===== config.mk =====
export PLATFORM = sky130hd
export DESIGN_NAME = trlm_queue
export DESIGN_NICKNAME = d
export VERILOG_FILES = /design/src/trlm_pkg.sv /design/src/trlm_queue.sv
export SDC_FILE = /design/constraint.sdc
export NUM_CORES = 1
export LEC_CHECK = 0
export BUFFER_PORTS_ARGS = -buffer_cell sky130_fd_sc_hd__buf_4
export CAP_MARGIN = 15
export CORE_MARGIN = 3
export CORE_UTILIZATION = 50
export DETAILED_ROUTE_END_ITERATION = 10
export MAX_ROUTING_LAYER = met4
export PLACE_DENSITY = 0.71
export RECOVER_POWER = 100
export SYNTH_ARGS = -nofsm -noshare
export SYNTH_HDL_FRONTEND = slang
export SYNTH_SLANG_ARGS = --single-unit

===== constraint.sdc =====
create_clock -name clk -period 1.8 [get_ports clk]
set_input_delay 0.09 -clock clk [delete_from_list [all_inputs] [get_ports clk]]
set_output_delay 0.09 -clock clk [all_outputs]
set_load 0.02 [all_outputs]

===== src/trlm_pkg.sv =====
// ============================================================================
// trlm_pkg
// Shared widths, payload types, register indexes and reset values of the
// triangle region luminance block.
// ============================================================================
`default_nettype none

package trlm_pkg;

    localparam int CHAN_W      = 8;
    localparam int WEIGHT_W    = 16;
    localparam int PROD_W      = CHAN_W + WEIGHT_W;
    localparam int LUM_W       = 26;
    // largest luminance: 255 * 65535 on each of the three channels
    localparam longint LUM_MAX = 64'd50134275;

    localparam int SIZE_W      = 11;
    localparam int PASS_CFG_W  = 3;
    // holds any pass count up to eight
    localparam int PASS_CNT_W  = 4;

    localparam int CFG_IDX_W   = 3;
    localparam int CFG_DATA_W  = 16;

    localparam int NUM_REGIONS = 4;
    localparam int QUEUE_DEPTH = 4;
    localparam int QUEUE_PTR_W = 2;
    localparam int QUEUE_CNT_W = 3;

    localparam logic [CFG_IDX_W-1:0] REG_IMAGE_SIZE   = 3'd0;
    localparam logic [CFG_IDX_W-1:0] REG_PASS_COUNT   = 3'd1;
    localparam logic [CFG_IDX_W-1:0] REG_RED_WEIGHT   = 3'd2;
    localparam logic [CFG_IDX_W-1:0] REG_GREEN_WEIGHT = 3'd3;
    localparam logic [CFG_IDX_W-1:0] REG_BLUE_WEIGHT  = 3'd4;

    localparam logic [SIZE_W-1:0]     IMAGE_SIZE_RESET   = 11'd64;
    localparam logic [PASS_CFG_W-1:0] PASS_COUNT_RESET   = 3'd2;
    localparam logic [WEIGHT_W-1:0]   RED_WEIGHT_RESET   = 16'd19595;
    localparam logic [WEIGHT_W-1:0]   GREEN_WEIGHT_RESET = 16'd38470;
    localparam logic [WEIGHT_W-1:0]   BLUE_WEIGHT_RESET  = 16'd7471;

    typedef enum logic [1:0] {
        REGION_LEFT   = 2'd0,
        REGION_TOP    = 2'd1,
        REGION_RIGHT  = 2'd2,
        REGION_BOTTOM = 2'd3
    } region_t;

    typedef struct packed {
        logic [CHAN_W-1:0] red;
        logic [CHAN_W-1:0] green;
        logic [CHAN_W-1:0] blue;
    } pixel_t;

    typedef struct packed {
        logic [CFG_IDX_W-1:0]  index;
        logic [CFG_DATA_W-1:0] value;
    } cfg_write_t;

    typedef struct packed {
        logic [LUM_W-1:0] region_left;
        logic [LUM_W-1:0] region_top;
        logic [LUM_W-1:0] region_right;
        logic [LUM_W-1:0] region_bottom;
        logic [LUM_W-1:0] image_brightness;
        logic [LUM_W-1:0] overall_brightness;
        logic             frame_done;
    } result_t;

    typedef struct packed {
        logic [WEIGHT_W-1:0] red_weight;
        logic [WEIGHT_W-1:0] green_weight;
        logic [WEIGHT_W-1:0] blue_weight;
    } weights_t;

    // one classified pixel on its way from the front to the back
    typedef struct packed {
        logic [LUM_W-1:0] lum;
        region_t          region;
        logic             last;
    } lum_item_t;

endpackage

`default_nettype wire


===== src/trlm_queue.sv =====
// ============================================================================
// trlm_queue
// Short register queue between the front and the back.
// ============================================================================
`default_nettype none

module trlm_queue (
    input  logic                clk,
    input  logic                rst_n,
    input  logic                push_valid,
    output logic                push_ready,
    input  trlm_pkg::lum_item_t push_data,
    output logic                pop_valid,
    input  logic                pop_ready,
    output trlm_pkg::lum_item_t pop_data
);

    trlm_pkg::lum_item_t entry_reg [trlm_pkg::QUEUE_DEPTH];
    logic [trlm_pkg::QUEUE_PTR_W-1:0] wr_ptr_reg, rd_ptr_reg;
    logic [trlm_pkg::QUEUE_CNT_W-1:0] count_reg, count_next;
    logic do_push, do_pop;

    assign push_ready = count_reg != trlm_pkg::QUEUE_CNT_W'(trlm_pkg::QUEUE_DEPTH);
    assign pop_valid  = count_reg != '0;
    assign pop_data   = entry_reg[rd_ptr_reg];
    assign do_push    = push_valid && push_ready;
    assign do_pop     = pop_valid && pop_ready;

    always_comb
    begin
        count_next = count_reg;
        if (do_push && !do_pop)
        begin
            count_next = count_reg + trlm_pkg::QUEUE_CNT_W'(1);
        end
        else if (do_pop && !do_push)
        begin
            count_next = count_reg - trlm_pkg::QUEUE_CNT_W'(1);
        end
    end

    always_ff @(posedge clk or negedge rst_n)
    begin
        if (!rst_n)
        begin
            wr_ptr_reg <= '0;
            rd_ptr_reg <= '0;
            count_reg  <= '0;
        end
        else
        begin
            count_reg <= count_next;
            if (do_push)
            begin
                wr_ptr_reg <= wr_ptr_reg + trlm_pkg::QUEUE_PTR_W'(1);
            end
            if (do_pop)
            begin
                rd_ptr_reg <= rd_ptr_reg + trlm_pkg::QUEUE_PTR_W'(1);
            end
        end
    end

    always_ff @(posedge clk)
    begin
        if (do_push)
        begin
            entry_reg[wr_ptr_reg] <= push_data;
        end
    end

endmodule

`default_nettype wire


==> run summary, run 1 <==
status -> finished with violations
violated checks -> negative setup slack
DRT Pass-1 Iters -> 4
Setup violations, final -> 31
RD Place Congestion -> 0.756
vias -> 2,338
global-route wire length before repair -> 13.9 mm
Crit Path Class -> reg2out
period utilization -> 107%
WHS Path Cells -> 4
crit path max fanout -> 6
Clock transition at path regs -> 0.06 ns
global route total overflow -> 0
Pint -> 0.00870 W
initial antenna violation count -> 0
sw frac -> 28.1%
worst-skew pair later-pin latency -> 0.51 ns
syn nets -> 225
post-route antenna net violation count -> 0
startpoint types -> register
Buffers on Ports -> 63
max_cap viols -> 0
pin count of the biggest net entering global routing -> 18
I/O Pins -> 64
H-Tree Depth -> 4
nets -> 362
final wirelength -> 8.53 mm
Global Route Usage Sum -> 19.3%
min cycle time layout -> 1.93 ns
flip-flop count of the largest register after layout -> 116
register area -> 3660 sq um
relative slew slack -> 74.9%
CTS tree -> done
most common cell after layout, fill and taps aside -> edfxtp_1
grt met1 use -> 23.4%
#FFs+latches synth -> 123
ranking of synthesized cells by area -> edfxtp_1, mux4_2, dfrtp_1
chip height -> 102 um
met2 Usage GRT -> 31.1%
Max Clk Rate -> 0.519 GHz
Synth Instances -> 186
Syn Area/Cell -> 24.7 sq um
DRC Markers -> 0
worst r2r path cells -> 8
unrepaired setup endpoints after global routing -> true
Area Overhead vs Synth -> 42.3%
final hold slack -> 0.184 ns
Iteration-0 DRC Markers -> 120
Final Slew Violations -> 0
synthesized cell area -> 4600 sq um
full die area -> 10,400 sq um
vias in the first global route -> 2,613
worst reg2reg path startpoint -> count_reg[0]
most frequent cells in the layout -> edfxtp_1, buf_6, dlygate4sd3_1
number of placement rows -> 34
logic gate share of total power -> 36.4%
Inserted Clock Buffers -> 17
clock tree buffer depth -> 2
DP Worst Slack -> -0.105 ns
worst hold endpoint -> count_reg[0]
post-synthesis sequential area ratio -> 79.5%
crit end category -> primary output
Via-to-Cell Ratio -> 5.27
DP Wirelength -> 5.09 mm
Fillers -> 521
CTS Root Cell -> clkbuf_8
Synth top area share -> 75.7%
PnR worst setup slack -> -0.128 ns
Fin Setup TNS -> -3.02 ns
leading area contributor after synthesis -> edfxtp_1
Core Footprint -> 8850 sq um
power density cells -> 1850 nW/um^2
CP arrival -> 1.84 ns
Worst-Margin Slew -> 0.375 ns
reg2reg setup slack -> -0.05 ns
Die W -> 102 um
worst r2r dst -> count_reg[2]
Psw -> 0.00340 W
multi-input logic area -> 912 sq um
sequential power share -> 32.9%
share of cells above drive strength 1 -> 40.5%
hold path start -> push_valid
Hold Path Class -> in2reg
skew final -> 0.00503 ns
clock sinks -> 123
Ys Warns -> 0
routed len/inst -> 19.2 um
Synth cell types -> 19
Critical Path RT -> 1.71 ns
power share of the clock group -> 30.7%
Leakage -> 2.32 nW
final hold vios -> 0
GRT busiest layer -> met2
worst vdd ir -> 0.00102 V
n_diodes -> 0
grt met3 use -> 4.98%
Initial Util -> 52.0%
synthesized netlist by cell type, drive strengths merged:
master	count
nand3	1
ha	5
and2	4
buf	5
clkbuf	1
xor2	2
nor2	2
edfxtp	116
dfrtp	7
a21boi	1
nand2	2
inv	3
fa	1
or3	1
xnor2	4
mux4	29
mux2	2
power groups by stage:
stage          combinational, W  clock (W)  sequential (W)
3_3_place_gp            0.00372          0         0.00401
3_5_place_dp            0.00373          0         0.00406
2_1_floorplan           0.00222          0         0.00399
5_1_grt                 0.00471    0.00392         0.00403
4_1_cts                 0.00440    0.00379         0.00399
6_report                0.00441    0.00372         0.00398
repair_timing:
| item | CTS | global route |
|---|---|---|
| gates cloned | 1 | 0 |
| endpoints found under the setup margin | 31 | 31 |
| gates resized for setup | 37 | 9 |
| endpoints found under the hold margin | 125 | 0 |
| pin swaps | 3 | 0 |
| setup buffers | 5 | 3 |
| hold buffers | 32 | 0 |
per-stage QoR:
stage	instance area, sq um	util, %	power [W]	std cells
3_3_place_gp	5460	61.7	0.00773	372
5_1_grt	6550	74.0	0.0127	444
6_report	6550	74.0	0.0121	444
4_1_cts	6620	74.9	0.0122	442
3_5_place_dp	5460	61.7	0.00780	372
2_1_floorplan	4620	-	0.00622	186
kinds of logic (layout without fill, tap and decap cells):
family	count (synthesis)	in the layout	share of synthesized area (%)
multiplexers	31	31	14.8
flip-flops	123	123	79.5
XOR/XNOR	6	6	1.14
buffers and inverters	9	159	1.28
adder cells (fa/ha/maj)	6	6	1.80
AND/OR/NAND/NOR	10	10	1.22
AO/OA/AOI/OAI	1	1	0.245
worst max path at each step:
| stage | from | to | slack [ns] | cells past startpoint |
|---|---|---|---|---|
| 2_1_floorplan | count_reg[2] | count_reg[2] | -0.14 | 8 |
| 3_3_place_gp | count_reg[2] | count_reg[2] | -0.06 | 8 |
| 3_5_place_dp | count_reg[2] | count_reg[2] | -0.10 | 8 |
| 4_1_cts | rd_ptr_reg[0] | pop_data[0] | -0.17 | 4 |
| 5_1_grt | rd_ptr_reg[0] | pop_data[22] | -0.19 | 4 |
| 6_report | rd_ptr_reg[0] | pop_data[11] | -0.13 | 4 |
per-layer routing:
layer	vias up	routed length (um)
li1	1057	-
met3	10	271
met2	50	4650
met5	-	0
met1	1221	3500
met4	0	113
critical path: stages, from the launching register on:
cell     delay, ns
dfrtp_2       0.39
buf_6         0.14
buf_12        0.13
mux4_2        0.52
buf_6         0.15
area by class of cell:
type | count | share of cell area, %
Sequential cell | 123 | 55.9
Timing Repair Buffer | 124 | 17.8
Clock buffer | 18 | 6.39
Tap cell | 108 | 2.06
Clock inverter | 14 | 3.71
Multi-Input combinational cell | 54 | 13.9
Inverter | 3 | 0.172
Note: power is estimated with default switching activity, not from simulation.
==> inputs of run 2 (changes only) <==
==> constraint.sdc (replaced) <==
create_clock -name clk -period 1.8 [get_ports clk]
set_input_delay 0.09 -clock clk [delete_from_list [all_inputs] [get_ports clk]]
set_output_delay 0.09 -clock clk [all_outputs]
set_load 0.05 [all_outputs]
==> run summary, run 2 (synthesized netlist as in run 1, its figures left out) <==
Leakage -> 2.30 nW (-0.80%)
Inserted Clock Buffers -> 17 (unchanged)
Clock transition at path regs -> 0.05 ns (about the same)
Worst-Margin Slew -> 0.376 ns (+0.0000962 ns)
RD Place Congestion -> 0.782 (+3.4%)
max_cap viols -> 0 (unchanged)
worst-skew pair later-pin latency -> 0.51 ns (about the same)
status -> finished with violations
CP arrival -> 1.89 ns (+0.05 ns)
worst vdd ir -> 0.000991 V (-2.9%)
post-route antenna net violation count -> 0 (unchanged)
routed len/inst -> 20.9 um (+8.6%)
Via-to-Cell Ratio -> 5.36 (+1.8%)
global-route wire length before repair -> 14.3 mm (+2.9%)
nets -> 363 (+0.28%)
relative slew slack -> 74.9% (about the same)
share of cells above drive strength 1 -> 37.4% (-3.1 points)
Cell Area, Placed -> 5430 sq um (-0.57%)
n_diodes -> 0 (unchanged)
clock sinks -> 123 (unchanged)
power density cells -> 2010 nW/um^2 (+8.5%)
H-Tree Depth -> 4 (unchanged)
Area Overhead vs Synth -> 40.6%
Core Footprint -> 8850 sq um (unchanged)
Final Slew Violations -> 0 (unchanged)
pin count of the biggest net entering global routing -> 22 (+4)
Hold Path Class -> in2reg
most common cell after layout, fill and taps aside -> edfxtp_1
Setup violations, final -> 31 (unchanged)
Finished Layout Cells -> 445 (+0.23%)
CTS tree -> done
PnR worst setup slack -> -0.182 ns (-0.0541 ns)
period utilization -> 110% (+3.0 points)
global route total overflow -> 0 (unchanged)
Tot Pwr -> 0.0130 W (+7.2%)
initial antenna violation count -> 0 (unchanged)
CTS Root Cell -> clkbuf_8
Global Route Usage Sum -> 20.2% (+0.90 points)
final hold vios -> 0 (unchanged)
Buffers on Ports -> 63 (unchanged)
violated checks -> negative setup slack
Critical Path RT -> 1.71 ns (about the same)
Die W -> 102 um (unchanged)
DRC Markers -> 0 (unchanged)
Placed Cells -> 372 (unchanged)
final wirelength -> 9.29 mm (+8.8%)
most frequent cells in the layout -> edfxtp_1, clkbuf_1, dlygate4sd3_1
vias in the first global route -> 2,681 (+2.6%)
Crit Path Class -> reg2out
crit end category -> primary output
Max Clk Rate -> 0.505 GHz (-2.7%)
crit path max fanout -> 7 (+1)
Iteration-0 DRC Markers -> 130 (+8.3%)
skew final -> 0.00538 ns (+0.000347 ns)
flip-flop count of the largest register after layout -> 116 (unchanged)
startpoint types -> register
full die area -> 10,400 sq um (unchanged)
chip height -> 102 um (unchanged)
number of placement rows -> 34 (unchanged)
post-route cell area -> 6470 sq um (-1.2%)
DP Worst Slack -> -0.0618 ns (+0.0430 ns)
min cycle time layout -> 1.98 ns (+0.0541 ns)
DP Wirelength -> 5.30 mm (+4.0%)
unrepaired setup endpoints after global routing -> true
clock tree buffer depth -> 2 (unchanged)
vias -> 2,385 (+2.0%)
I/O Pins -> 64 (unchanged)
DRT Pass-1 Iters -> 4 (unchanged)
Initial Util -> 52.0% (unchanged)
run 2: worst max-delay path: stages (launching register included):
cell and delay [ns]:
dfrtp_2 0.41, buf_12 0.16, buf_12 0.12, mux4_2 0.51, buf_6 0.17
run 2: routing by layer:
layer	GRT usage, %	share of wire (%)	up-vias	routed length, um
li1	-	-	1057	-
met4	8.17	1.4	0	126
met1	23.8	39	1241	3650
met2	31.5	55	76	5110
met3	7.78	4.4	11	404
met5	-	0	-	0
run 2: final timing paths:
path                               start  slack, ns  cells after the start            end
max                        rd_ptr_reg[0]      -0.18                      4    pop_data[5]
min                           push_valid       0.18                      4   count_reg[0]
max reg2reg                 count_reg[0]      -0.10                      8   count_reg[2]
min reg2reg                 count_reg[2]       0.60                      2   count_reg[2]
max in group asynchronous          rst_n       0.89                      3  rd_ptr_reg[0]
min in group asynchronous          rst_n       0.61                      3  rd_ptr_reg[1]
run 2: area by class of cell:
| class | instances | area, sq um |
|---|---|---|
| clock inverter | 10 | 171 |
| timing repair buffer | 125 | 1150 |
| sequential | 123 | 3660 |
| clock buffer | 22 | 433 |
| tap | 108 | 135 |
| fill | 541 | 2380 |
| multi-input combinational | 54 | 906 |
| inverter | 3 | 11.3 |
run 2: per-stage QoR:
stage / TNS, ns / hold WS, ns / util, %
2_1_floorplan: -0.299 / -0.206 / -
3_3_place_gp: -0.00173 / -0.0925 / 61.3
3_5_place_dp: -0.0818 / -0.0866 / 61.3
4_1_cts: -4.58 / 0.154 / 74.0
5_1_grt: -9.69 / 0.183 / 73.1
6_report: -4.55 / 0.182 / 73.1
run 2: what timing repair did:
item,in CTS,in global routing
buffers inserted,5,3
hold buffers,32,0
gates cloned,0,1
resized for setup,34,1
endpoints found under the hold margin,125,0
pin swaps,3,0
endpoints found under the setup margin,31,31
run 2: where the power goes:
group	switching, W	internal [W]	leakage [nW]
clock	0.00111	0.00237	0.293
combinational	0.00310	0.00238	0.863
sequential	0.000210	0.00381	1.14
total	0.00442	0.00856	2.30
