### src/trlm_pkg.sv
// ============================================================================
// trlm_pkg
// Shared widths, payload types, register indexes and reset values of the
// triangle region luminance block.
// ============================================================================
`default_nettype none

package trlm_pkg;

    localparam int CHAN_W      = 8;
    localparam int WEIGHT_W    = 16;
    localparam int PROD_W      = CHAN_W + WEIGHT_W;
    localparam int LUM_W       = 26;
    // largest luminance: 255 * 65535 on each of the three channels
    localparam longint LUM_MAX = 64'd50134275;

    localparam int SIZE_W      = 11;
    localparam int PASS_CFG_W  = 3;
    // holds any pass count up to eight
    localparam int PASS_CNT_W  = 4;

    localparam int CFG_IDX_W   = 3;
    localparam int CFG_DATA_W  = 16;

    localparam int NUM_REGIONS = 4;
    localparam int QUEUE_DEPTH = 4;
    localparam int QUEUE_PTR_W = 2;
    localparam int QUEUE_CNT_W = 3;

    localparam logic [CFG_IDX_W-1:0] REG_IMAGE_SIZE   = 3'd0;
    localparam logic [CFG_IDX_W-1:0] REG_PASS_COUNT   = 3'd1;
    localparam logic [CFG_IDX_W-1:0] REG_RED_WEIGHT   = 3'd2;
    localparam logic [CFG_IDX_W-1:0] REG_GREEN_WEIGHT = 3'd3;
    localparam logic [CFG_IDX_W-1:0] REG_BLUE_WEIGHT  = 3'd4;

    localparam logic [SIZE_W-1:0]     IMAGE_SIZE_RESET   = 11'd64;
    localparam logic [PASS_CFG_W-1:0] PASS_COUNT_RESET   = 3'd2;
    localparam logic [WEIGHT_W-1:0]   RED_WEIGHT_RESET   = 16'd19595;
    localparam logic [WEIGHT_W-1:0]   GREEN_WEIGHT_RESET = 16'd38470;
    localparam logic [WEIGHT_W-1:0]   BLUE_WEIGHT_RESET  = 16'd7471;

    typedef enum logic [1:0] {
        REGION_LEFT   = 2'd0,
        REGION_TOP    = 2'd1,
        REGION_RIGHT  = 2'd2,
        REGION_BOTTOM = 2'd3
    } region_t;

    typedef struct packed {
        logic [CHAN_W-1:0] red;
        logic [CHAN_W-1:0] green;
        logic [CHAN_W-1:0] blue;
    } pixel_t;

    typedef struct packed {
        logic [CFG_IDX_W-1:0]  index;
        logic [CFG_DATA_W-1:0] value;
    } cfg_write_t;

    typedef struct packed {
        logic [LUM_W-1:0] region_left;
        logic [LUM_W-1:0] region_top;
        logic [LUM_W-1:0] region_right;
        logic [LUM_W-1:0] region_bottom;
        logic [LUM_W-1:0] image_brightness;
        logic [LUM_W-1:0] overall_brightness;
        logic             frame_done;
    } result_t;

    typedef struct packed {
        logic [WEIGHT_W-1:0] red_weight;
        logic [WEIGHT_W-1:0] green_weight;
        logic [WEIGHT_W-1:0] blue_weight;
    } weights_t;

    // one classified pixel on its way from the front to the back
    typedef struct packed {
        logic [LUM_W-1:0] lum;
        region_t          region;
        logic             last;
    } lum_item_t;

endpackage

`default_nettype wire

### src/trlm_accum.sv
// ============================================================================
// trlm_accum
// Per-triangle sums and counts. On the last pixel of an image the totals go
// to the finishing unit and the accumulators start over.
// ============================================================================
`default_nettype none

module trlm_accum #(
    parameter int MAX_SIDE = 1024
) (
    input  logic                clk,
    input  logic                rst_n,
    input  logic                pop_valid,
    output logic                pop_ready,
    input  trlm_pkg::lum_item_t pop_data,
    input  logic                fin_busy,
    output logic                start,
    output logic [$clog2(MAX_SIDE*MAX_SIDE*trlm_pkg::LUM_MAX+1)-1:0]
                                snap_sum [trlm_pkg::NUM_REGIONS],
    output logic [$clog2(MAX_SIDE*MAX_SIDE+1)-1:0]
                                snap_cnt [trlm_pkg::NUM_REGIONS]
);

    localparam int CW = $clog2(MAX_SIDE*MAX_SIDE+1);
    localparam int SW = $clog2(MAX_SIDE*MAX_SIDE*trlm_pkg::LUM_MAX+1);

    logic [SW-1:0] sum_reg [trlm_pkg::NUM_REGIONS];
    logic [CW-1:0] cnt_reg [trlm_pkg::NUM_REGIONS];
    logic          take;

    // hold an image end until the finishing unit is free
    assign pop_ready = !(pop_data.last && fin_busy);
    assign take      = pop_valid && pop_ready;
    assign start     = take && pop_data.last;

    always_comb
    begin
        for (int i = 0; i < trlm_pkg::NUM_REGIONS; i++)
        begin
            if (pop_data.region == 2'(i))
            begin
                snap_sum[i] = sum_reg[i] + SW'(pop_data.lum);
                snap_cnt[i] = cnt_reg[i] + CW'(1);
            end
            else
            begin
                snap_sum[i] = sum_reg[i];
                snap_cnt[i] = cnt_reg[i];
            end
        end
    end

    always_ff @(posedge clk or negedge rst_n)
    begin
        if (!rst_n)
        begin
            for (int i = 0; i < trlm_pkg::NUM_REGIONS; i++)
            begin
                sum_reg[i] <= '0;
                cnt_reg[i] <= '0;
            end
        end
        else if (take)
        begin
            for (int i = 0; i < trlm_pkg::NUM_REGIONS; i++)
            begin
                sum_reg[i] <= pop_data.last ? '0 : snap_sum[i];
                cnt_reg[i] <= pop_data.last ? '0 : snap_cnt[i];
            end
        end
    end

endmodule

`default_nettype wire

### config.mk
export PLATFORM = sky130hd
export DESIGN_NAME = trlm_accum
export DESIGN_NICKNAME = d
export VERILOG_FILES = /design/src/trlm_pkg.sv /design/src/trlm_accum.sv
export SDC_FILE = /design/constraint.sdc
export NUM_CORES = 1
export LEC_CHECK = 0
export BUFFER_PORTS_ARGS = -buffer_cell sky130_fd_sc_hd__buf_4
export CORE_ASPECT_RATIO = 1.4
export CORE_MARGIN = 1
export CORE_UTILIZATION = 45
export DETAILED_ROUTE_END_ITERATION = 10
export PLACE_DENSITY = 0.74
export SLEW_MARGIN = 20
export SYNTH_ARGS = -nofsm -noshare
export SYNTH_HDL_FRONTEND = slang
export SYNTH_SLANG_ARGS = --single-unit
### constraint.sdc
create_clock -name clk -period 4.7 [get_ports clk]
set_input_delay 0.94 -clock clk [delete_from_list [all_inputs] [get_ports clk]]
set_output_delay 0.94 -clock clk [all_outputs]
set_load 0.05 [all_outputs]
==> results of run 1 <==
area by class of cell:
cell class,instances,area (µm²)
clock buffer,49,1018
clock inverter,10,151.4
fill,3941,18900
inverter,58,220.2
multi-input combinational,2055,13870
sequential,268,6706
tap,611,764.5
timing repair buffer,460,3602
worst reg2reg max path, stage by stage (launching register included):
cell       delay [ns]
dfrtp_1          0.42
ha_4             0.16
inv_1            0.05
fa_2             0.35
and2b_2          0.25
o2111ai_4        0.18
a2111oi_4        0.45
o31ai_4          0.16
nand2_4          0.10
nand3_1          0.09
buf_4            0.21
a211oi_4         0.29
buf_4            0.16
mux2i_1          0.17
o21ai_1          0.08
power by group through the flow:
stage               logic (µW)  registers [µW]  clock network [µW]
floorplan                 3130            2720                   0
global placement          4370            2790                   0
detailed placement        4440            2810                   0
CTS                       4540            2770                2840
global route              5020            2810                2930
finish                    4690            2780                2780
how the worst max path moves through the flow:
stage,startpoint,end,cells after the start
after floorplan,pop_data[3],snap_sum[28],12
after global placement,pop_data[3],snap_sum[166],15
after detailed placement,pop_data[3],snap_sum[166],15
after CTS,pop_data[3],snap_sum[166],15
after global routing,pop_data[3],snap_sum[76],14
final,pop_data[3],snap_sum[116],15
metal layers:
| layer | up-vias | routed length, µm | part of all wire, % |
|---|---|---|---|
| li1 | 9705 | - | - |
| met1 | 9906 | 26270 | 38 |
| met5 | - | 0 | 0 |
| met2 | 721 | 34300 | 50 |
| met3 | 181 | 4469 | 6.5 |
| met4 | 0 | 3291 | 4.8 |
stage by stage:
stage                     setup TNS, ns  hold slack [ns]  utilization, %
after floorplan                       0           0.4239               -
after global placement           -3.845           0.4429           54.04
after detailed placement         -5.066           0.4697           54.04
after CTS                       -0.1508           0.4778           57.24
after global routing            -0.2201           0.4883           58.22
final                                 0           0.4685           58.22
logic make-up (layout without fill, tap and decap cells):
logic type / count (synthesis) / count (layout) / share of synthesized area, %
compound gates: 740 / 741 / 23.46
simple gates: 887 / 888 / 19.76
buf+inv: 204 / 577 / 3.827
mux: 66 / 66 / 3.205
flops: 268 / 268 / 32.36
xor+xnor: 248 / 248 / 10.48
fa+ha+maj: 112 / 112 / 6.906
placed cells by master, fill, tap and decap left out, types with 7 or more instances in the layout:
master / instances
a21o_1: 50
a21oi_1: 119
a22o_1: 97
a31oi_1: 21
and2_1: 12
and3_1: 29
buf_4: 434
buf_6: 19
clkbuf_16: 35
clkbuf_8: 9
dfrtp_1: 268
ha_1: 100
ha_4: 7
inv_1: 55
mux2i_1: 63
nand2_1: 413
nand2b_1: 15
nand3_1: 71
nand4_1: 37
nor2_1: 171
nor2b_1: 17
nor3_1: 34
nor3_2: 7
nor4_1: 10
o211ai_1: 13
o21a_1: 13
o21ai_0: 228
o21ai_1: 42
o21bai_1: 9
o22ai_1: 10
o31ai_1: 33
or2_2: 11
xnor2_1: 142
xor2_1: 93
xor2_2: 8
repair_timing:
| item | 4_1_cts | 5_1_grt |
|---|---|---|
| resized for setup | 39 | 74 |
| endpoints found under the setup margin | 62 | 84 |
| setup buffers | 6 | 7 |
| pin swaps | 18 | 47 |
| cloned | 2 | 0 |
==> impl_metrics.prom, run 1 <==
# TYPE chip_impl_metric gauge
chip_impl_info{name="run_status",value="finished clean"} 1
chip_impl_metric{name="fin_area",unit="mm²"} 0.02634
chip_impl_metric{name="io_buffers",unit=""} 302
chip_impl_metric{name="ys_seq_area_share",unit="%"} 32.36
chip_impl_metric{name="fraction_of_registers_with_async_set_or_reset_after_synthesis",unit="%"} 100.0
chip_impl_metric{name="dp_hpwl",unit="mm"} 48.49
chip_impl_info{name="r2r-start",value="sum_reg[138]"} 1
chip_impl_metric{name="num_antenna_cells",unit=""} 0
chip_impl_metric{name="vdd.ir_drop.worst",unit="V"} 0.0002727
chip_impl_metric{name="timing.hold.worst_path_depth",unit=""} 1
chip_impl_metric{name="power-per-cell-area",unit="mW/mm²"} 389.2
chip_impl_info{name="critPathSlowestCell",value="o41a_1"} 1
chip_impl_metric{name="wire_length_of_the_first_global_routing_pass",unit="mm"} 107.2
chip_impl_metric{name="io_pins",unit=""} 303
chip_impl_metric{name="grt_antenna_before_repair",unit=""} 0
chip_impl_metric{name="area_overhead_of_the_layout_relative_to_synthesis",unit="%"} 27.06
chip_impl_info{name="cpMostUsedCell",value="buf_6"} 1
chip_impl_metric{name="number_of_buffers_on_the_longest_clock_path",unit=""} 3
chip_impl_metric{name="total_power",unit="µW"} 10250
chip_impl_metric{name="detailedRoute.firstIterationViolations",unit=""} 1311
chip_impl_metric{name="final_critical_delay_including_setup_and_external_delays",unit="ns"} 4.697
chip_impl_metric{name="synth.yosys.warnings",unit=""} 0
chip_impl_metric{name="hold_viol_final",unit=""} 0
chip_impl_info{name="grt_busiest_layer",value="met2"} 1
chip_impl_info{name="crit_path_cell_trace",value="buf_8, buf_6, ha_4, inv_4, fa_2, nor2b_2, o31a_1, o41a_1, a21bo_2, a31oi_4, o21ba_4, o211ai_1, xnor2_1, o21ai_1, buf_6"} 1
chip_impl_metric{name="synthDistinctLibCells",unit=""} 94
chip_impl_metric{name="power_switching_share",unit="%"} 42.95
chip_impl_metric{name="clkSlewWorstSetupHoldPaths",unit="ns"} 0.06
chip_impl_metric{name="post_route_drc_violation_count",unit=""} 0
chip_impl_info{name="worstSetupStartpointType",value="primary input"} 1
chip_impl_metric{name="maxClockFrequency",unit="GHz"} 0.2129
chip_impl_info{name="grt_setup_unrepaired",value="yes"} 1
chip_impl_metric{name="crit_path_arrival_time",unit="ns"} 3.76
chip_impl_metric{name="drtAntennaViolNets",unit=""} 0
chip_impl_metric{name="design.die.area",unit="mm²"} 0.04694
chip_impl_metric{name="tritoncts.num_buffers",unit=""} 34
chip_impl_metric{name="dr_total_vias",unit=""} 20510
chip_impl_metric{name="finalWeightedCongestion",unit=""} 0.9271
chip_impl_metric{name="mappedNetlistNets",unit=""} 2670
chip_impl_info{name="netlist.top_cell.by_area",value="dfrtp_1"} 1
chip_impl_metric{name="globalRouteTotalUtil",unit="%"} 28.55
chip_impl_metric{name="total_switching_power",unit="µW"} 4402
chip_impl_info{name="kind_of_critical_path",value="in2out"} 1
chip_impl_metric{name="place_area",unit="mm²"} 0.02444
chip_impl_metric{name="post_route_cells_drive_above_1_share",unit="%"} 22.55
chip_impl_metric{name="placeable_core_region",unit="mm²"} 0.04524
chip_impl_info{name="root_buffer",value="clkbuf_16"} 1
chip_impl_info{name="setup.worst_path.end_class",value="output port"} 1
chip_impl_metric{name="cap_viol_max_count",unit=""} 0
chip_impl_metric{name="worst-endpoint-required",unit="ns"} 3.76
chip_impl_info{name="synth_common_cells",value="nand2_1 (416), dfrtp_1 (268), o21ai_0 (249)"} 1
chip_impl_metric{name="grt_util_met2",unit="%"} 49.95
chip_impl_metric{name="layoutNonFillerInstCount",unit=""} 3511
chip_impl_metric{name="synth.ff_latch_count",unit=""} 268
chip_impl_metric{name="vertical_die_dimension",unit="µm"} 255.9
chip_impl_metric{name="power_frac_seq",unit="%"} 27.1
chip_impl_metric{name="clock_sinks",unit=""} 268
chip_impl_info{name="cp_top_family",value="compound AO/OA/AOI/OAI gates"} 1
chip_impl_metric{name="largest_net_degree_at_the_start_of_global_routing",unit=""} 160
chip_impl_metric{name="width_of_the_die",unit="µm"} 183.4
chip_impl_metric{name="dpl_cells",unit=""} 3438
chip_impl_metric{name="share_clk_of_total_power",unit="%"} 27.1
chip_impl_info{name="hold-path-endpoint",value="sum_reg[137]"} 1
chip_impl_metric{name="syn_inst",unit=""} 2525
chip_impl_metric{name="worst_pin_slew",unit="ns"} 1.101
chip_impl_metric{name="power_leakage",unit="µW"} 0.01244
chip_impl_metric{name="synth-edff-count",unit=""} 0
chip_impl_metric{name="grtUsageMet3",unit="%"} 4.368
chip_impl_metric{name="cts.hold.buffers_added",unit=""} 0
chip_impl_metric{name="synthesis.area_per_instance",unit="µm²"} 8.209
chip_impl_metric{name="floorplan.initialDensity",unit="%"} 45.82
chip_impl_metric{name="clock_skew",unit="ns"} 0.01694
chip_impl_metric{name="first_global_vias",unit=""} 20150
chip_impl_metric{name="final-max-slew-violation-count",unit=""} 0
chip_impl_metric{name="dr.pass1.iters",unit=""} 5
chip_impl_metric{name="worstSkewPairLatency",unit="ns"} 0.54
chip_impl_metric{name="worst_slack",unit="ns"} 0.002599
chip_impl_metric{name="slowest_delay",unit="ns"} 0.43
chip_impl_info{name="cts_tree",value="built"} 1
chip_impl_metric{name="core.rowCount",unit=""} 92
chip_impl_metric{name="synth_largest_type_area_fraction",unit="%"} 32.36
chip_impl_metric{name="slew_headroom",unit="%"} 26.42
chip_impl_info{name="timing.hold.worst.class",value="reg2reg"} 1
chip_impl_metric{name="global_route_track_usage_on_met1",unit="%"} 33.77
chip_impl_metric{name="htreeDepth",unit=""} 2
chip_impl_metric{name="wl_per_cell",unit="µm"} 19.46
chip_impl_metric{name="finalSetupViolCount",unit=""} 0
chip_impl_metric{name="layout.nets",unit=""} 3022
chip_impl_metric{name="worstRegToRegCells",unit=""} 14
chip_impl_metric{name="place_worst_setup_slack",unit="ns"} -0.2781
chip_impl_metric{name="worst-path-max-fanout",unit=""} 3
chip_impl_metric{name="routed_wirelength",unit="mm"} 68.33
chip_impl_metric{name="synth_area",unit="mm²"} 0.02073
chip_impl_info{name="postSynth.topFlopCell",value="dfrtp_1"} 1
chip_impl_metric{name="timing.critical_path.buf_inv",unit=""} 4
chip_impl_metric{name="combinationalPowerShare",unit="%"} 45.8
chip_impl_metric{name="avgViaCountPerCell",unit=""} 5.842
chip_impl_info{name="timing.hold.worst.start",value="sum_reg[137]"} 1
chip_impl_info{name="crit-reg2reg-capture",value="sum_reg[174]"} 1
chip_impl_metric{name="slack_of_the_worst_reg_to_reg_path",unit="ns"} 1.47
chip_impl_metric{name="power.internal",unit="µW"} 5847
chip_impl_metric{name="post-route-period-util",unit="%"} 99.94
chip_impl_metric{name="grt.overflow.total",unit=""} 0
chip_impl_info{name="yosys.cell_count.top_type",value="nand2_1"} 1
chip_impl_info{name="synth_top_cells_by_area",value="dfrtp_1 (32%), nand2_1 (7.5%), ha_1 (6.5%), xnor2_1 (6.2%), o21ai_0 (6.0%)"} 1
chip_impl_metric{name="number_of_flip_flops_under_the_largest_register_name",unit=""} 184
(Power assumes the default switching activity.)
==> run 2: changes to the inputs <==
BUFFER_PORTS_ARGS = -buffer_cell sky130_fd_sc_hd__buf_2   (was -buffer_cell sky130_fd_sc_hd__buf_4)
CORE_UTILIZATION = 43   (was 45)
PLACE_DENSITY = 0.72   (was 0.74)
==> impl_metrics.prom, run 2 (synthesis results as in run 1) <==
# TYPE chip_impl_metric gauge
chip_impl_metric{name="clock_sinks",unit=""} 268
chip_impl_metric{name="htreeDepth",unit=""} 1
chip_impl_metric{name="first_global_vias",unit=""} 20260
chip_impl_metric{name="grt_antenna_before_repair",unit=""} 3
chip_impl_metric{name="combinationalPowerShare",unit="%"} 47.8
chip_impl_metric{name="dp_hpwl",unit="mm"} 50.07
chip_impl_info{name="cts_tree",value="built"} 1
chip_impl_metric{name="slew_headroom",unit="%"} 30.91
chip_impl_metric{name="core.rowCount",unit=""} 94
chip_impl_metric{name="clock_skew",unit="ns"} 0.01159
chip_impl_metric{name="crit_path_arrival_time",unit="ns"} 3.80
chip_impl_metric{name="vertical_die_dimension",unit="µm"} 261.8
chip_impl_metric{name="dr.pass1.iters",unit=""} 5
chip_impl_metric{name="fill_cells",unit=""} 4272
chip_impl_metric{name="design.die.area",unit="mm²"} 0.04910
chip_impl_metric{name="power_switching_share",unit="%"} 44.52
chip_impl_metric{name="slack_of_the_worst_reg_to_reg_path",unit="ns"} 1.41
chip_impl_metric{name="worst-path-max-fanout",unit=""} 3
chip_impl_metric{name="total_switching_power",unit="µW"} 4377
chip_impl_metric{name="vdd.ir_drop.worst",unit="V"} 0.0003152
chip_impl_metric{name="worst_pin_slew",unit="ns"} 1.026
chip_impl_metric{name="width_of_the_die",unit="µm"} 187.6
chip_impl_metric{name="grt.overflow.total",unit=""} 0
chip_impl_metric{name="post-route-period-util",unit="%"} 100.9
chip_impl_metric{name="detailedRoute.firstIterationViolations",unit=""} 1265
chip_impl_metric{name="cap_viol_max_count",unit=""} 0
chip_impl_metric{name="power_frac_seq",unit="%"} 28.3
chip_impl_metric{name="multi_input_comb_area",unit="mm²"} 0.01398
chip_impl_metric{name="post_route_drc_violation_count",unit=""} 0
chip_impl_metric{name="io_buffers",unit=""} 302
chip_impl_metric{name="layout.nets",unit=""} 3048
chip_impl_metric{name="routed_wirelength",unit="mm"} 70.04
chip_impl_metric{name="worst-endpoint-required",unit="ns"} 3.76
chip_impl_metric{name="power-per-cell-area",unit="mW/mm²"} 377.0
chip_impl_metric{name="largest_net_degree_at_the_start_of_global_routing",unit=""} 142
chip_impl_info{name="r2r-start",value="sum_reg[138]"} 1
chip_impl_metric{name="total_power",unit="µW"} 9832
chip_impl_metric{name="drtAntennaViolNets",unit=""} 0
chip_impl_metric{name="share_clk_of_total_power",unit="%"} 24.0
chip_impl_metric{name="number_of_buffers_on_the_longest_clock_path",unit=""} 3
chip_impl_metric{name="io_pins",unit=""} 303
chip_impl_info{name="worstSetupStartpointType",value="primary input"} 1
chip_impl_metric{name="final-max-slew-violation-count",unit=""} 0
chip_impl_metric{name="post-route-util",unit="%"} 55.15
chip_impl_metric{name="power_leakage",unit="µW"} 0.01254
chip_impl_metric{name="worstSkewPairLatency",unit="ns"} 0.60
chip_impl_metric{name="final_critical_delay_including_setup_and_external_delays",unit="ns"} 4.742
chip_impl_metric{name="worstRegToRegCells",unit=""} 16
chip_impl_metric{name="power.internal",unit="µW"} 5455
chip_impl_metric{name="clkSlewWorstSetupHoldPaths",unit="ns"} 0.06
chip_impl_metric{name="dr_total_vias",unit=""} 20480
chip_impl_metric{name="wl_per_cell",unit="µm"} 19.71
chip_impl_metric{name="hold_viol_final",unit=""} 0
chip_impl_info{name="run_status",value="complete, but fails checks"} 1
chip_impl_metric{name="finalSetupViolCount",unit=""} 4
chip_impl_metric{name="maxClockFrequency",unit="GHz"} 0.2109
chip_impl_info{name="root_buffer",value="clkbuf_16"} 1
chip_impl_metric{name="tritoncts.num_buffers",unit=""} 31
chip_impl_metric{name="wire_length_of_the_first_global_routing_pass",unit="mm"} 108.7
chip_impl_metric{name="number_of_flip_flops_under_the_largest_register_name",unit=""} 184
chip_impl_metric{name="area_overhead_of_the_layout_relative_to_synthesis",unit="%"} 25.81
chip_impl_info{name="crit-reg2reg-capture",value="sum_reg[169]"} 1
chip_impl_metric{name="area_taken_by_flip_flops_and_latches",unit="mm²"} 0.006706
chip_impl_metric{name="worst_slack",unit="ns"} -0.04186
chip_impl_info{name="grt_setup_unrepaired",value="yes"} 1
chip_impl_metric{name="placeable_core_region",unit="mm²"} 0.04728
chip_impl_metric{name="avgViaCountPerCell",unit=""} 5.764
chip_impl_metric{name="globalRouteTotalUtil",unit="%"} 27.50
chip_impl_metric{name="finalWeightedCongestion",unit=""} 0.9355
chip_impl_info{name="violations",value="setup timing"} 1
chip_impl_info{name="layout_common_cells",value="nand2_1 (409), dfrtp_1 (268), o21ai_0 (225), buf_2 (223), buf_4 (213)"} 1
chip_impl_metric{name="post_route_cells_drive_above_1_share",unit="%"} 23.76
chip_impl_metric{name="floorplan.initialDensity",unit="%"} 43.84
chip_impl_info{name="setup.worst_path.end_class",value="output port"} 1
chip_impl_info{name="timing.hold.worst.class",value="in2async"} 1
chip_impl_info{name="layout_commonest_cell",value="nand2_1"} 1
chip_impl_info{name="kind_of_critical_path",value="in2out"} 1
==> run 2: cell count changes in the layout (fill, tap and decap cells not counted), moves of 5 or more <==
cell and change:
nand2_2 +5, buf_6 +6, xnor2_1 -5, clkbuf_1 +6, buf_12 +12, buf_4 -221
xnor2_2 +5, buf_2 +223, clkbuf_4 +11
==> run 2: repair_timing <==
action                                  in CTS  in global routing
hold buffers                                 0                  0
endpoints found under the setup margin      73                 94
resized for setup                           71                153
cloned                                       1                  0
pin swaps                                   27                 53
setup buffers                                9                 11
==> run 2: critical path, stage by stage <==
cell and delay (ns):
buf_6 0.10, buf_6 0.12, ha_4 0.16, inv_2 0.05, fa_2 0.21, nor2b_2 0.05
o31a_1 0.32, o41a_1 0.44, a21bo_2 0.28, a31oi_4 0.25, o21ba_4 0.20, o211ai_1 0.10
xnor2_1 0.17, o21ai_1 0.23, buf_6 0.19
==> run 2: power groups by stage <==
stage	clock, µW	sequential [µW]	combinational, µW
finish	2350	2780	4700
global route	2490	2810	5010
CTS	2410	2770	4510
detailed placement	0	2810	4390
global placement	0	2790	4330
floorplan	0	2720	3130
==> run 2: stage by stage <==
stage	hold WS, ns	worst slack, ns	std cells	setup TNS, ns	instance area [µm²]
3_3_place_gp	0.4380	-0.3169	3475	-5.053	24080
6_report	0.4030	-0.04186	3553	-0.07271	26080
4_1_cts	0.4314	-0.006816	3539	-0.006816	25430
3_5_place_dp	0.4598	-0.3488	3475	-8.092	24080
2_1_floorplan	0.4239	0.004021	2525	0	20790
5_1_grt	0.4557	-0.1081	3550	-1.045	26070
==> run 2: how the worst max path moves through the flow <==
stage	startpoint	end	slack, ns	depth (start not counted)
floorplan	pop_data[3]	snap_sum[28]	0.004	12
global placement	pop_data[3]	snap_sum[166]	-0.32	15
detailed placement	pop_data[3]	snap_sum[166]	-0.35	15
CTS	pop_data[3]	snap_sum[166]	-0.007	14
global route	pop_data[3]	snap_sum[116]	-0.11	15
finish	pop_data[3]	snap_sum[116]	-0.04	15
==> run 2: area by class of cell <==
| cell class | count | area share (%) |
|---|---|---|
| antenna | 4 | 0.03839 |
| clock buffer | 49 | 3.503 |
| clock inverter | 6 | 0.1296 |
| inverter | 58 | 0.8349 |
| multi-input combinational | 2054 | 53.61 |
| sequential | 268 | 25.72 |
| tap | 624 | 2.994 |
| timing repair buffer | 490 | 13.17 |
==> run 2: layer usage <==
metal	up-vias	share of wire [%]	global-route usage [%]	wire, µm
met2	637	50	49.92	35220
met1	9934	40	32.34	27980
met4	0	4.3	11.13	3009
li1	9742	-	-	-
met5	-	0	0	0
met3	168	5.5	4.233	3828
